<file path="src/rtl/u8dv_pkg.sv">
// ============================================================================
// u8dv_pkg - shared types and constants
// Word types, lead classification and code point limits for the UTF-8
// stream decoder / validator.
// ============================================================================
package u8dv_pkg;

   // Queue between front and back
   localparam int QueueDepth = 4;
   localparam int QueuePtrW  = $clog2(QueueDepth);
   localparam int QueueCntW  = $clog2(QueueDepth + 1);

   // Pending window of the decoder
   localparam int PendDepth = 4;

   // Validation modes
   localparam logic MODE_UTF8 = 1'b0;
   localparam logic MODE_WTF8 = 1'b1;

   // Code point constants
   localparam logic [20:0] CP_REPL     = 21'h00FFFD;
   localparam logic [20:0] CP_MAX      = 21'h10FFFF;
   localparam logic [20:0] CP_MIN_2B   = 21'h000080;
   localparam logic [20:0] CP_MIN_3B   = 21'h000800;
   localparam logic [20:0] CP_MIN_4B   = 21'h010000;
   localparam logic [20:0] CP_SUR_LO   = 21'h00D800;
   localparam logic [20:0] CP_HSUR_HI  = 21'h00DBFF;
   localparam logic [20:0] CP_LSUR_LO  = 21'h00DC00;
   localparam logic [20:0] CP_SUR_HI   = 21'h00DFFF;

   // Sequence lengths given by a lead byte (zero = bad lead)
   localparam logic [2:0] LEN_BAD = 3'd0;
   localparam logic [2:0] LEN_1   = 3'd1;
   localparam logic [2:0] LEN_2   = 3'd2;
   localparam logic [2:0] LEN_3   = 3'd3;
   localparam logic [2:0] LEN_4   = 3'd4;

   // A classified byte
   typedef struct packed {
      logic [7:0] data;
      logic [2:0] lead_len;
      logic       is_cont;
   } u8dv_byte_type;

   // One queue word: classified byte plus end of string
   typedef struct packed {
      u8dv_byte_type b;
      logic          eos;
   } u8dv_item_type;

   // Result word as held in the output register
   typedef struct packed {
      logic [20:0] codepoint;
      logic [2:0]  byte_count;
      logic        malformed;
      logic        string_valid;
      logic        string_end;
      logic        last_of_run;
   } u8dv_result_type;

   function automatic logic [2:0] lead_length(input logic [7:0] b);
      logic [2:0] len;
      len = LEN_BAD;
      if (b[7] == 1'b0)            len = LEN_1;
      else if (b[7:5] == 3'b110)   len = LEN_2;
      else if (b[7:4] == 4'b1110)  len = LEN_3;
      else if (b[7:3] == 5'b11110) len = LEN_4;
      return len;
   endfunction

endpackage

</file>
<file path="src/rtl/u8dv_front.sv">
// ============================================================================
// u8dv_front - input stage
// Accepts request words, classifies the byte and hands it to the queue.
// ============================================================================
module u8dv_front
   import u8dv_pkg::*;
(
   input  logic          clock,
   input  logic          reset,
   input  logic          req_tvalid,
   output logic          req_tready,
   input  logic [7:0]    req_tdata,
   input  logic          req_tlast,
   output logic          push_valid,
   output u8dv_item_type push_item,
   input  logic          push_ready
);

   logic          vld_ff, vld_in;
   u8dv_item_type item_ff, item_in;
   logic          req_acc;

   assign req_tready = !vld_ff || push_ready;
   assign req_acc    = req_tvalid && req_tready;

   always_comb begin
      item_in            = item_ff;
      vld_in             = vld_ff;
      if (req_acc) begin
         item_in.b.data     = req_tdata;
         item_in.b.lead_len = lead_length(req_tdata);
         item_in.b.is_cont  = (req_tdata[7:6] == 2'b10);
         item_in.eos        = req_tlast;
         vld_in             = 1'b1;
      end else if (push_ready) begin
         vld_in = 1'b0;
      end
   end

   always_ff @(posedge clock) begin
      if (reset) begin
         vld_ff <= 1'b0;
      end else begin
         vld_ff <= vld_in;
      end
      item_ff <= item_in;
   end

   assign push_valid = vld_ff;
   assign push_item  = item_ff;

endmodule

</file>
<file path="src/rtl/u8dv_queue.sv">
// ============================================================================
// u8dv_queue - classified byte queue
// Small FIFO that decouples the input stage from the decoder.
// ============================================================================
module u8dv_queue
   import u8dv_pkg::*;
(
   input  logic          clock,
   input  logic          reset,
   input  logic          push_valid,
   input  u8dv_item_type push_item,
   output logic          push_ready,
   output logic          pop_valid,
   output u8dv_item_type pop_item,
   input  logic          pop_en
);

   u8dv_item_type          entry_ff [QueueDepth];
   logic [QueuePtrW-1:0]   wr_ptr_ff, wr_ptr_in;
   logic [QueuePtrW-1:0]   rd_ptr_ff, rd_ptr_in;
   logic [QueueCntW-1:0]   cnt_ff, cnt_in;
   logic                   do_push, do_pop;

   assign push_ready = (cnt_ff != QueueCntW'(QueueDepth));
   assign pop_valid  = (cnt_ff != '0);
   assign pop_item   = entry_ff[rd_ptr_ff];
   assign do_push    = push_valid && push_ready;
   assign do_pop     = pop_en && pop_valid;

   always_comb begin
      wr_ptr_in = do_push ? wr_ptr_ff + 1'b1 : wr_ptr_ff;
      rd_ptr_in = do_pop  ? rd_ptr_ff + 1'b1 : rd_ptr_ff;
      cnt_in    = cnt_ff;
      if (do_push && !do_pop)      cnt_in = cnt_ff + 1'b1;
      else if (!do_push && do_pop) cnt_in = cnt_ff - 1'b1;
   end

   always_ff @(posedge clock) begin
      if (reset) begin
         wr_ptr_ff <= '0;
         rd_ptr_ff <= '0;
         cnt_ff    <= '0;
      end else begin
         wr_ptr_ff <= wr_ptr_in;
         rd_ptr_ff <= rd_ptr_in;
         cnt_ff    <= cnt_in;
      end
      if (do_push) begin
         entry_ff[wr_ptr_ff] <= push_item;
      end
   end

endmodule

</file>
<file path="src/rtl/u8dv_back.sv">
// ============================================================================
// u8dv_back - decoder and validator
// Keeps the pending window, decodes one head sequence per cycle while the
// result register is free, and drives the result register.
// ============================================================================
module u8dv_back
   import u8dv_pkg::*;
(
   input  logic            clock,
   input  logic            reset,
   input  logic            mode,
   input  logic            pop_valid,
   input  u8dv_item_type   pop_item,
   output logic            pop_en,
   output logic            rsp_valid,
   input  logic            rsp_ready,
   output u8dv_result_type rsp_word
);

   u8dv_byte_type   pend_ff  [PendDepth];
   u8dv_byte_type   pend_in  [PendDepth];
   logic [2:0]      cnt_ff, cnt_in;
   logic            eos_ff, eos_in;
   logic            busy_ff, busy_in;
   logic            valid_ff, valid_in;
   logic            prev_hs_ff, prev_hs_in;
   logic            out_vld_ff, out_vld_in;
   u8dv_result_type out_ff, out_in;

   u8dv_byte_type   view   [PendDepth];
   u8dv_byte_type   shifted[PendDepth];
   u8dv_byte_type   next_head;
   logic [2:0]      view_cnt, len, used, rem, sidx;
   logic            view_eos, take, can_dec, out_free, fire;
   logic            bad, cont_bad, is_last, sur, hsur, lsur, vflag;
   logic [20:0]     raw_cp, cp;

   assign take     = !busy_ff && pop_valid;
   assign pop_en   = take;
   assign out_free = !out_vld_ff || rsp_ready;

   // Working window: pending bytes, plus the incoming byte when one is taken
   always_comb begin
      for (int j = 0; j < PendDepth; j++) view[j] = pend_ff[j];
      view_cnt = cnt_ff;
      view_eos = eos_ff;
      if (take) begin
         view[cnt_ff[1:0]] = pop_item.b;
         view_cnt          = cnt_ff + 3'd1;
         view_eos          = pop_item.eos;
      end
   end

   assign len     = view[0].lead_len;
   assign can_dec = (view_cnt != 3'd0) &&
                    ((len == LEN_BAD) || (len <= view_cnt) || view_eos);
   assign fire    = can_dec && out_free;

   // Head decode
   always_comb begin
      case (len)
         LEN_1:   raw_cp = {13'd0, view[0].data};
         LEN_2:   raw_cp = {10'd0, view[0].data[4:0], view[1].data[5:0]};
         LEN_3:   raw_cp = {5'd0, view[0].data[3:0], view[1].data[5:0],
                            view[2].data[5:0]};
         LEN_4:   raw_cp = {view[0].data[2:0], view[1].data[5:0],
                            view[2].data[5:0], view[3].data[5:0]};
         default: raw_cp = CP_REPL;
      endcase

      used     = len;
      cont_bad = 1'b0;
      for (int i = 1; i < PendDepth; i++) begin
         if (!cont_bad && (3'(i) < len) && !view[i].is_cont) begin
            cont_bad = 1'b1;
            used     = 3'(i);
         end
      end

      bad = 1'b0;
      if ((len == LEN_BAD) || (len > view_cnt)) begin
         bad  = 1'b1;
         used = 3'd1;
      end else if (cont_bad) begin
         bad = 1'b1;
      end else if (((len == LEN_2) && (raw_cp < CP_MIN_2B)) ||
                   ((len == LEN_3) && (raw_cp < CP_MIN_3B)) ||
                   ((len == LEN_4) && (raw_cp < CP_MIN_4B)) ||
                   (raw_cp > CP_MAX)) begin
         bad = 1'b1;
      end
      cp = bad ? CP_REPL : raw_cp;
   end

   // Validity tracking
   always_comb begin
      sur   = (cp >= CP_SUR_LO) && (cp <= CP_SUR_HI);
      hsur  = (cp >= CP_SUR_LO) && (cp <= CP_HSUR_HI);
      lsur  = (cp >= CP_LSUR_LO) && (cp <= CP_SUR_HI);
      vflag = valid_ff;
      if (bad)                                         vflag = 1'b0;
      else if ((mode == MODE_UTF8) && sur)             vflag = 1'b0;
      else if ((mode == MODE_WTF8) && prev_hs_ff && lsur) vflag = 1'b0;
   end

   // Window after consuming the head, and whether this result ends the run
   always_comb begin
      rem = view_cnt - used;
      for (int j = 0; j < PendDepth; j++) begin
         sidx = 3'(j) + used;
         shifted[j] = (sidx < 3'(PendDepth)) ? view[sidx[1:0]] : view[j];
      end
      next_head = view[used[1:0]];
      if (view_eos) begin
         is_last = (rem == 3'd0);
      end else begin
         is_last = (rem == 3'd0) ||
                   ((next_head.lead_len != LEN_BAD) && (next_head.lead_len > rem));
      end
   end

   // Next state
   always_comb begin
      for (int j = 0; j < PendDepth; j++) pend_in[j] = pend_ff[j];
      cnt_in     = cnt_ff;
      eos_in     = take ? view_eos : eos_ff;
      busy_in    = busy_ff;
      valid_in   = valid_ff;
      prev_hs_in = prev_hs_ff;
      out_in     = out_ff;
      out_vld_in = rsp_ready ? 1'b0 : out_vld_ff;

      if (fire) begin
         for (int j = 0; j < PendDepth; j++) pend_in[j] = shifted[j];
         cnt_in     = rem;
         busy_in    = !is_last;
         valid_in   = vflag;
         prev_hs_in = !bad && hsur;
         if (is_last && view_eos) begin
            cnt_in     = 3'd0;
            valid_in   = 1'b1;
            prev_hs_in = 1'b0;
         end
         out_in.codepoint    = cp;
         out_in.byte_count   = used;
         out_in.malformed    = bad;
         out_in.string_valid = vflag;
         out_in.string_end   = is_last && view_eos;
         out_in.last_of_run  = is_last;
         out_vld_in          = 1'b1;
      end else if (take) begin
         for (int j = 0; j < PendDepth; j++) pend_in[j] = view[j];
         cnt_in  = view_cnt;
         busy_in = can_dec;
      end
   end

   always_ff @(posedge clock) begin
      if (reset) begin
         cnt_ff     <= 3'd0;
         eos_ff     <= 1'b0;
         busy_ff    <= 1'b0;
         valid_ff   <= 1'b1;
         prev_hs_ff <= 1'b0;
         out_vld_ff <= 1'b0;
      end else begin
         cnt_ff     <= cnt_in;
         eos_ff     <= eos_in;
         busy_ff    <= busy_in;
         valid_ff   <= valid_in;
         prev_hs_ff <= prev_hs_in;
         out_vld_ff <= out_vld_in;
      end
      for (int j = 0; j < PendDepth; j++) pend_ff[j] <= pend_in[j];
      out_ff <= out_in;
   end

   assign rsp_valid = out_vld_ff;
   assign rsp_word  = out_ff;

endmodule

</file>
<file path="src/rtl/utf8_stream_decoder_validator_core.sv">
// ============================================================================
// utf8_stream_decoder_validator_core - UTF-8 / WTF-8 stream decoder
// Decodes a byte stream into code points with error replacement and keeps a
// per-string validity flag.
// ============================================================================
//
//  Channel | Dir | Ports                     | Word
//  --------+-----+---------------------------+---------------------------------
//  req     | in  | tvalid tready tdata tlast | one string byte, tlast = end
//  rsp     | out | tvalid tready tdata tuser | one decode result, tlast = end
//          |     | tlast                     | of string, tuser = malformed
//  csr     | in  | wr_en wr_data             | validation mode (0 UTF-8, 1 WTF-8)
//
//  A byte yields zero or one result, or flushes k results (errors, end of
//  string). The decoder retires one head sequence per cycle while rsp is not
//  stalled, and takes no new byte until a flush is through. A result passes
//  through the input register, the queue and the result register on its
//  way to rsp.
//  A four-word queue lets the input side keep taking bytes while the decoder
//  works through a multi-result flush or while rsp is stalled.
//  Reset is synchronous; mode resets to strict UTF-8, validity to one.
//
module utf8_stream_decoder_validator_core
   import u8dv_pkg::*;
(
   input  logic        clock,
   input  logic        reset,
   input  logic        req_tvalid,
   output logic        req_tready,
   input  logic [7:0]  req_tdata,   // [7:0] data_byte
   input  logic        req_tlast,   // end_of_string
   output logic        rsp_tvalid,
   input  logic        rsp_tready,
   output logic [31:0] rsp_tdata,   // [20:0] codepoint, [23:21] byte_count,
                                    // [24] string_valid, [25] last_of_run,
                                    // [31:26] zero
   output logic        rsp_tuser,   // malformed
   output logic        rsp_tlast,   // string_end
   input  logic        csr_wr_en,
   input  logic        csr_wr_data
);

   logic            mode_ff, mode_in;
   logic            push_valid, push_ready;
   u8dv_item_type   push_item;
   logic            pop_valid, pop_en;
   u8dv_item_type   pop_item;
   u8dv_result_type rsp_word;

   // Mode register, written only while the block is idle: the user must keep to this, the block does not enforce it
   assign mode_in = csr_wr_en ? csr_wr_data : mode_ff;

   always_ff @(posedge clock) begin
      if (reset) begin
         mode_ff <= MODE_UTF8;
      end else begin
         mode_ff <= mode_in;
      end
   end

   // Front: accept and classify bytes
   u8dv_front u_front (
      .clock      (clock),
      .reset      (reset),
      .req_tvalid (req_tvalid),
      .req_tready (req_tready),
      .req_tdata  (req_tdata),
      .req_tlast  (req_tlast),
      .push_valid (push_valid),
      .push_item  (push_item),
      .push_ready (push_ready)
   );

   // Queue between front and decoder
   u8dv_queue u_queue (
      .clock      (clock),
      .reset      (reset),
      .push_valid (push_valid),
      .push_item  (push_item),
      .push_ready (push_ready),
      .pop_valid  (pop_valid),
      .pop_item   (pop_item),
      .pop_en     (pop_en)
   );

   // Back: pending window, decode, validity, result register
   u8dv_back u_back (
      .clock     (clock),
      .reset     (reset),
      .mode      (mode_ff),
      .pop_valid (pop_valid),
      .pop_item  (pop_item),
      .pop_en    (pop_en),
      .rsp_valid (rsp_tvalid),
      .rsp_ready (rsp_tready),
      .rsp_word  (rsp_word)
   );

   // Result word packing
   assign rsp_tdata = {6'd0, rsp_word.last_of_run, rsp_word.string_valid,
                       rsp_word.byte_count, rsp_word.codepoint};
   assign rsp_tuser = rsp_word.malformed;
   assign rsp_tlast = rsp_word.string_end;

endmodule

</file>
<file path="config.mk">
export PLATFORM = sky130hd
export DESIGN_NAME = utf8_stream_decoder_validator_core
export DESIGN_NICKNAME = d
export VERILOG_FILES = /design/src/rtl/u8dv_pkg.sv /design/src/rtl/u8dv_front.sv /design/src/rtl/u8dv_queue.sv /design/src/rtl/u8dv_back.sv /design/src/rtl/utf8_stream_decoder_validator_core.sv
export SDC_FILE = /design/constraint.sdc
export NUM_CORES = 1
export LEC_CHECK = 0
export BUFFER_PORTS_ARGS = -buffer_cell sky130_fd_sc_hd__buf_2
export CAP_MARGIN = 20
export CORE_UTILIZATION = 40
export DETAILED_ROUTE_END_ITERATION = 7
export PLACE_DENSITY = 0.59
export SLEW_MARGIN = 10
export SYNTH_ARGS = -nofsm -noshare
export SYNTH_HDL_FRONTEND = slang
export SYNTH_SLANG_ARGS = --single-unit
</file>
<file path="constraint.sdc">
create_clock -name clock -period 6.85 [get_ports clock]
set_clock_uncertainty 0.05 [all_clocks]
set_input_delay 0 -clock clock [delete_from_list [all_inputs] [get_ports clock]]
set_output_delay 0 -clock clock [all_outputs]
set_load 0.005 [all_outputs]
</file>
* After elaboration in Yosys (flattened, before gate mapping) *
Memories as Yosys holds them, arrays and structs flattened. A register that Yosys moved wholly into a read port is not among the register bits.
Index checks and enable logic that the tools add are counted.

cells by class
  eq/ne operators = 9
  muxes and demuxes = 60
  order comparisons = 24
  bitwise operators = 7
  $add $sub $neg = 9
  reductions and logical operators = 57

operator list
  operator              number
  $mux 12               13
  $mux 48               3
  $bmux 12 s2           4
  $pmux 21 s4           1
  $bwmux 48             1
  $ge 21x16->1 const B  2
  $le 21x16->1 const B  2
  $mux 3                11
  $logic_and 1x1->1     26
  $demux 12 s2          1
  $gt 21x21->1 const B  1
  $lt 21x12->1 const B  1
  $lt 21x17->1 const B  1
  $lt 21x8->1 const B   1
  $mux 1                21
  $mux 21               1
  $ge 3x3->1 const B    5
  $not 2->3             5
  $logic_not 1->1       12
  $lt 3x3->1 const B    4
  $logic_or 1x1->1      9
  $reduce_bool 3->1     3
  $mux 2                4
  $reduce_bool 2->1     4
  other kinds (21)      30

word-level totals
  input bits = 15
  RAM bits = 100
  output and inout port bits = 36
  memories = 2
  logic and storage cells = 190
  register bits after elaboration = 58

memories
  memory            depth  width  rd ports  clocked after memory_dff  write ports  line              source
  u_queue.entry_ff  4      13     1         1                         1            u8dv_queue.sv:18  u8dv_item_type entry_ff [QueueDepth];
  u_back.pend_ff    4      12     4         0                         4            u8dv_back.sv:20   u8dv_byte_type pend_ff [PendDepth];

* Logic depth before layout (Yosys ltp) *
  depth in word-level cells = 30
  gate-level depth with buffers = 25
  gate-level depth less buffers = 22

* By module *
Synthesis repeated with hierarchy kept, for this count alone.

second synthesis, totals
  cells, all modules = 822
  area total of the unflattened synthesis = 9464.1 µm²

modules (own cells, without submodules)
  module                              times used  seq. area each (µm²)  cells each  area an instance (µm²)
  u8dv_back                           1           2442.3                672         6533.8
  u8dv_queue                          1           1741.7                115         2362.3
  u8dv_front                          1           410.4                 25          485.5
  utf8_stream_decoder_validator_core  1           20.0                  10          82.6

* Least setup slack after synthesis *
No wires, ideal clock.

  path kind = register to register
  start = reg with a tool-made name
  end = reg u_back.busy_ff
  arrival = 4955 ps
  library setup time = 119 ps
  slack = 1726 ps
  buffers on the path = 2
  cell stages (with the launch flop) = 21
  data required time = 6681 ps
  clock period less this slack = 5124 ps
  cell sequence = dfxtp_1 > mux4_2 > and3_1 > nor2_4 > inv_2 > buf_2 > ha_1 > nor2b_1 > o21ai_0 > a32oi_1 > a211oi_4 > nand3_2 > clkbuf_1 > ha_1 > fa_1 > xor2_1 > xnor2_2 > ha_1 > a311o_1 > a21oi_1 > o21ai_1

RTL lines
  element               line              source
  end signal, assigned  u8dv_back.sv:169  busy_ff <= busy_in;
  end, declared         u8dv_back.sv:24   logic busy_ff, busy_in;

* Worst setup path in the final report *
  start = reg u_queue.cnt_ff[0]
  end = reg u_back.out_ff (netlist bit u_back.rsp_word[0]), data pin

between the ends
  word-level cells in the longest chain between the ends = 23
  elaborated cells between the ends (all ways) = 38
  those cells by class = 1 x add/sub; 5 x order compare; 13 x mux; 1 x bitwise; 18 x reduce/logical

RTL lines
  element                                          line              source
  start, declared                                  u8dv_queue.sv:21  logic [QueueCntW-1:0] cnt_ff, cnt_in;
  start signal, assigned                           u8dv_queue.sv:46  cnt_ff <= cnt_in;
  $reduce_bool 3->1 *                              u8dv_queue.sv:25  assign pop_valid = (cnt_ff != '0);
  $logic_and 1x1->1 *                              u8dv_back.sv:38   assign take = !busy_ff && pop_valid;
  $mux 48                                          u8dv_back.sv:47   if (take) begin
  $lt 1x3->1 or $logic_not 1->1 (tied branches)    u8dv_back.sv:74   if (!cont_bad && (3'(i) < len) && !view[i].is_cont) begin
  $logic_and 1x1->1                                u8dv_back.sv:74
  $mux 1                                           u8dv_back.sv:74
  $logic_not 1->1                                  u8dv_back.sv:74
  $logic_and 1x1->1 (2 in a row)                   u8dv_back.sv:74
  [... 6 more ...]                                 -
  $not 2->3 (implied by the code)                  u8dv_back.sv:113  next_head = view[used[1:0]];
  $bmux 12 s2                                      u8dv_back.sv:113
  $mux 12 (2 in a row)                             -
  $gt 3x3->1 or $reduce_bool 3->1 (tied branches)  u8dv_back.sv:118  ((next_head.lead_len != LEN_BAD) && (next_head.lead_len > rem));
  $logic_and 1x1->1                                u8dv_back.sv:118
  $logic_or 1x1->1                                 u8dv_back.sv:117  is_last = (rem == 3'd0) ||
  $mux 1 *                                         u8dv_back.sv:114  if (view_eos) begin
  via u_back.is_last                               u8dv_back.sv:35   logic bad, cont_bad, is_last, sur, hsur, lsur, vflag;
  end signal, assigned                             u8dv_back.sv:175  out_ff <= out_in;
  end, declared                                    u8dv_back.sv:28   u8dv_result_type out_ff, out_in;

The timed path passes the listed nets; every way through them passes the cells marked *. The select of a mux whose other input is x is not followed.
A chain may end at the register's enable or synchronous reset.

==> reports/results.ini <==
[run_status]
status = finished, final reports clean

[sta]
hold_viol = 0
fin_crit_sh = 0.849
tightest_slew_ns = 1.07
rsz0062_at_grt = false
period_needed_ns = 5.82
slew_headroom = 0.286
max_clock_freq_ghz = 0.172
slew_viol_final = 0
setup_viol = 0
setup_tns_ns = 0

[worst_setup_path]
arrival_ns = 6.04
cpLargestDelayFamily = simple AND/OR/NAND/NOR gates
crit_chain = or3_1 > and3_1 > nor2_4 > inv_2 > ha_1 > nor2b_1 > o21ai_0 > a32oi_1 > a211oi_4 > nand3_2 > ha_1 > fa_1 > xor2_1 > xnor2_2 > ha_1 > a311o_1 > a32oi_1
endpoint_kind = register
crit_buf_inv = 1
critPathKind = register to register
crit_required_ns = 7.07
ff2ff_setup_slack_ns = 1.03
crit_slowest_cell = or3_1
cp-start-kind = register
crit_top_cell = ha_1
worstPathMaxFanout = 16
cpPeakStageDelay_ns = 0.60

[drt]
drc_errors = 0
drt-wirelength-per-cell_um = 21.5
vias = 6355
drt_first_pass_iters = 5
wl_um = 23300
viasPerCell = 5.85
drtIter0Drc = 474
postRouteAntennaNets = 0

[synth]
ys_seq_elements = 160
synth_seq_area_share = 0.501
synth.avg_cell_area_um2 = 12.6
postSynth.asyncResetShare = 0
synth_ff_type = edfxtp_1
synthCells = 734
synth_warnings = 0
ys_types = 87
synth_area_um2 = 9220
synth_edf_count = 141

[placed_design]
port_buffers = 44
gp_congestion = 0.897
hpwl_um = 16600

[die]
dieArea_um2 = 23600
start_util = 0.407
chipWidth_um = 154
core_area_um2 = 22600
rows = 55
io_pins = 51
fp.dieH_um = 154

[global_route]
grt_first_pass_wirelength_um = 36300
antenna_found_initial = 0
grt_max_degree = 40
grt_pass1_vias = 6282
grt.overflow.total = 0
grt_usage = 0.202

[clock_tree]
cts-buffers-inserted = 17
ctsResizeCount = 0
clock_sinks = 160
clock_latency_ns = 0.44
cts_max_path_buffers = 2
cts.clk_slew.worst_paths_ns = 0.07
htree_levels = 4
clockRootBuffer = clkbuf_16
tritoncts = built

[finish]
final_cell_mix = mux2i_1, edfxtp_1, buf_2
nNetsFinal = 824
area_growth_pct = 13.1
drive_gt1_frac = 0.181
fillers = 2019
antenna_cells = 0
fin_util = 0.460
mostFrequentLayoutCell = mux2i_1

[flow_run]
maxCapViolCount = 0

[worst_hold_path]
hold_path_class = input port to register

[repair_timing]
| item | CTS | global route |
|---|---|---|
| hold buffers | 17 | 0 |
| setup buffers | 0 | 0 |
| hold endpoints to repair | 29 | 0 |
| setup endpoints to repair | 0 | 0 |
[final timing paths]
check / from / to / cells past startpoint
min reg2reg: u_back.prev_hs_ff / u_back.prev_hs_ff / 2
max reg2reg: u_queue.cnt_ff[0] / u_back.rsp_word[0] / 17
min: req_tdata[1] / u_front.push_item[6] / 2
max: u_queue.cnt_ff[0] / u_back.rsp_word[0] / 17
[per-layer routing]
layer,track usage,routed length (µm),share of wire
met1,0.270,10800,0.46
met2,0.334,11000,0.47
met3,0.0296,971,0.042
met4,0.0743,538,0.023
met5,0,0,0
[metrics by stage]
stage	hold WS (ns)	setup WS, ns	std cells	area [µm²]
after CTS	0.210	1.12	1087	10400
final	0.222	1.03	1087	10400
after detailed placement	0.129	1.13	1038	9670
after floorplan	0.0489	1.73	739	9230
after global placement	0.127	1.31	1038	9670
after global routing	0.223	0.641	1087	10400
[state kept, by name, indices dropped and copies added, names as in the netlist, 2 cells and up, named ones only]
signal and flops:
u_queue.entry_ff 52, u_back.pend_ff 48, u_back.rsp_word 28, u_front.push_item 13, u_back.cnt_ff 3, u_queue.cnt_ff 3
u_queue.rd_ptr_ff 2, u_queue.wr_ptr_ff 2
[cells in the mapped netlist, types with 4 or more instances]
| cell | instances | area, µm² |
|---|---|---|
| a21oi_1 | 35 | 175 |
| and3_1 | 5 | 31.3 |
| inv_1 | 17 | 63.8 |
| nand2_2 | 5 | 31.3 |
| o21ai_0 | 18 | 90.1 |
| o22ai_1 | 11 | 68.8 |
| nand3_1 | 15 | 75.1 |
| dfxtp_1 | 19 | 380 |
| mux2i_1 | 163 | 1630 |
| a211oi_1 | 8 | 60.1 |
| nor3_1 | 12 | 60.1 |
| mux4_2 | 11 | 248 |
| nand2_1 | 28 | 105 |
| and2_1 | 10 | 62.6 |
| inv_2 | 7 | 26.3 |
| edfxtp_1 | 141 | 4230 |
| xor2_1 | 6 | 52.6 |
| nand2b_1 | 8 | 50.1 |
| buf_2 | 14 | 70.1 |
| nor2b_1 | 7 | 43.8 |
| ha_1 | 18 | 225 |
| nand4_1 | 7 | 43.8 |
| buf_1 | 5 | 18.8 |
| buf_4 | 14 | 105 |
| xnor2_1 | 6 | 52.6 |
| nor2_1 | 33 | 124 |
| clkbuf_1 | 8 | 30.0 |
| or3_1 | 4 | 25.0 |
| buf_6 | 4 | 45.0 |
[logic make-up after synthesis]
group	Yosys count	synth area share
AOI/OAI and AO/OA	133	0.105
xor gates and xnor gates	14	0.0162
adders and majority gates	20	0.0288
buffers and inverters	69	0.0390
DFF	160	0.501
muxes	181	0.216
other	1	0.000407
and+or+nand+nor	156	0.0933
[worst reg2reg max path: stages (launching register included)]
cell and delay, ns:
dfxtp_1 0.37, or3_1 0.60, and3_1 0.28, nor2_4 0.36, inv_2 0.25, ha_1 0.36, nor2b_1 0.14, o21ai_0 0.23
a32oi_1 0.20, a211oi_4 0.37, nand3_2 0.39, ha_1 0.36, fa_1 0.37, xor2_1 0.19, xnor2_2 0.27, ha_1 0.31
a311o_1 0.39, a32oi_1 0.18
[layout make-up]
| type | count | area [µm²] | area share |
|---|---|---|---|
| clock buffer | 17 | 425 | 0.0408 |
| clock inverter | 15 | 156 | 0.0150 |
| inverter | 24 | 90.1 | 0.00864 |
| multi-input combinational | 510 | 4280 | 0.410 |
| sequential | 160 | 4610 | 0.443 |
| tap | 285 | 357 | 0.0342 |
| timing repair buffer | 76 | 503 | 0.0483 |
Power is left out: the tool's default activity adds up to more than one toggle a clock period on the data nets, which glitch-free logic cannot reach.
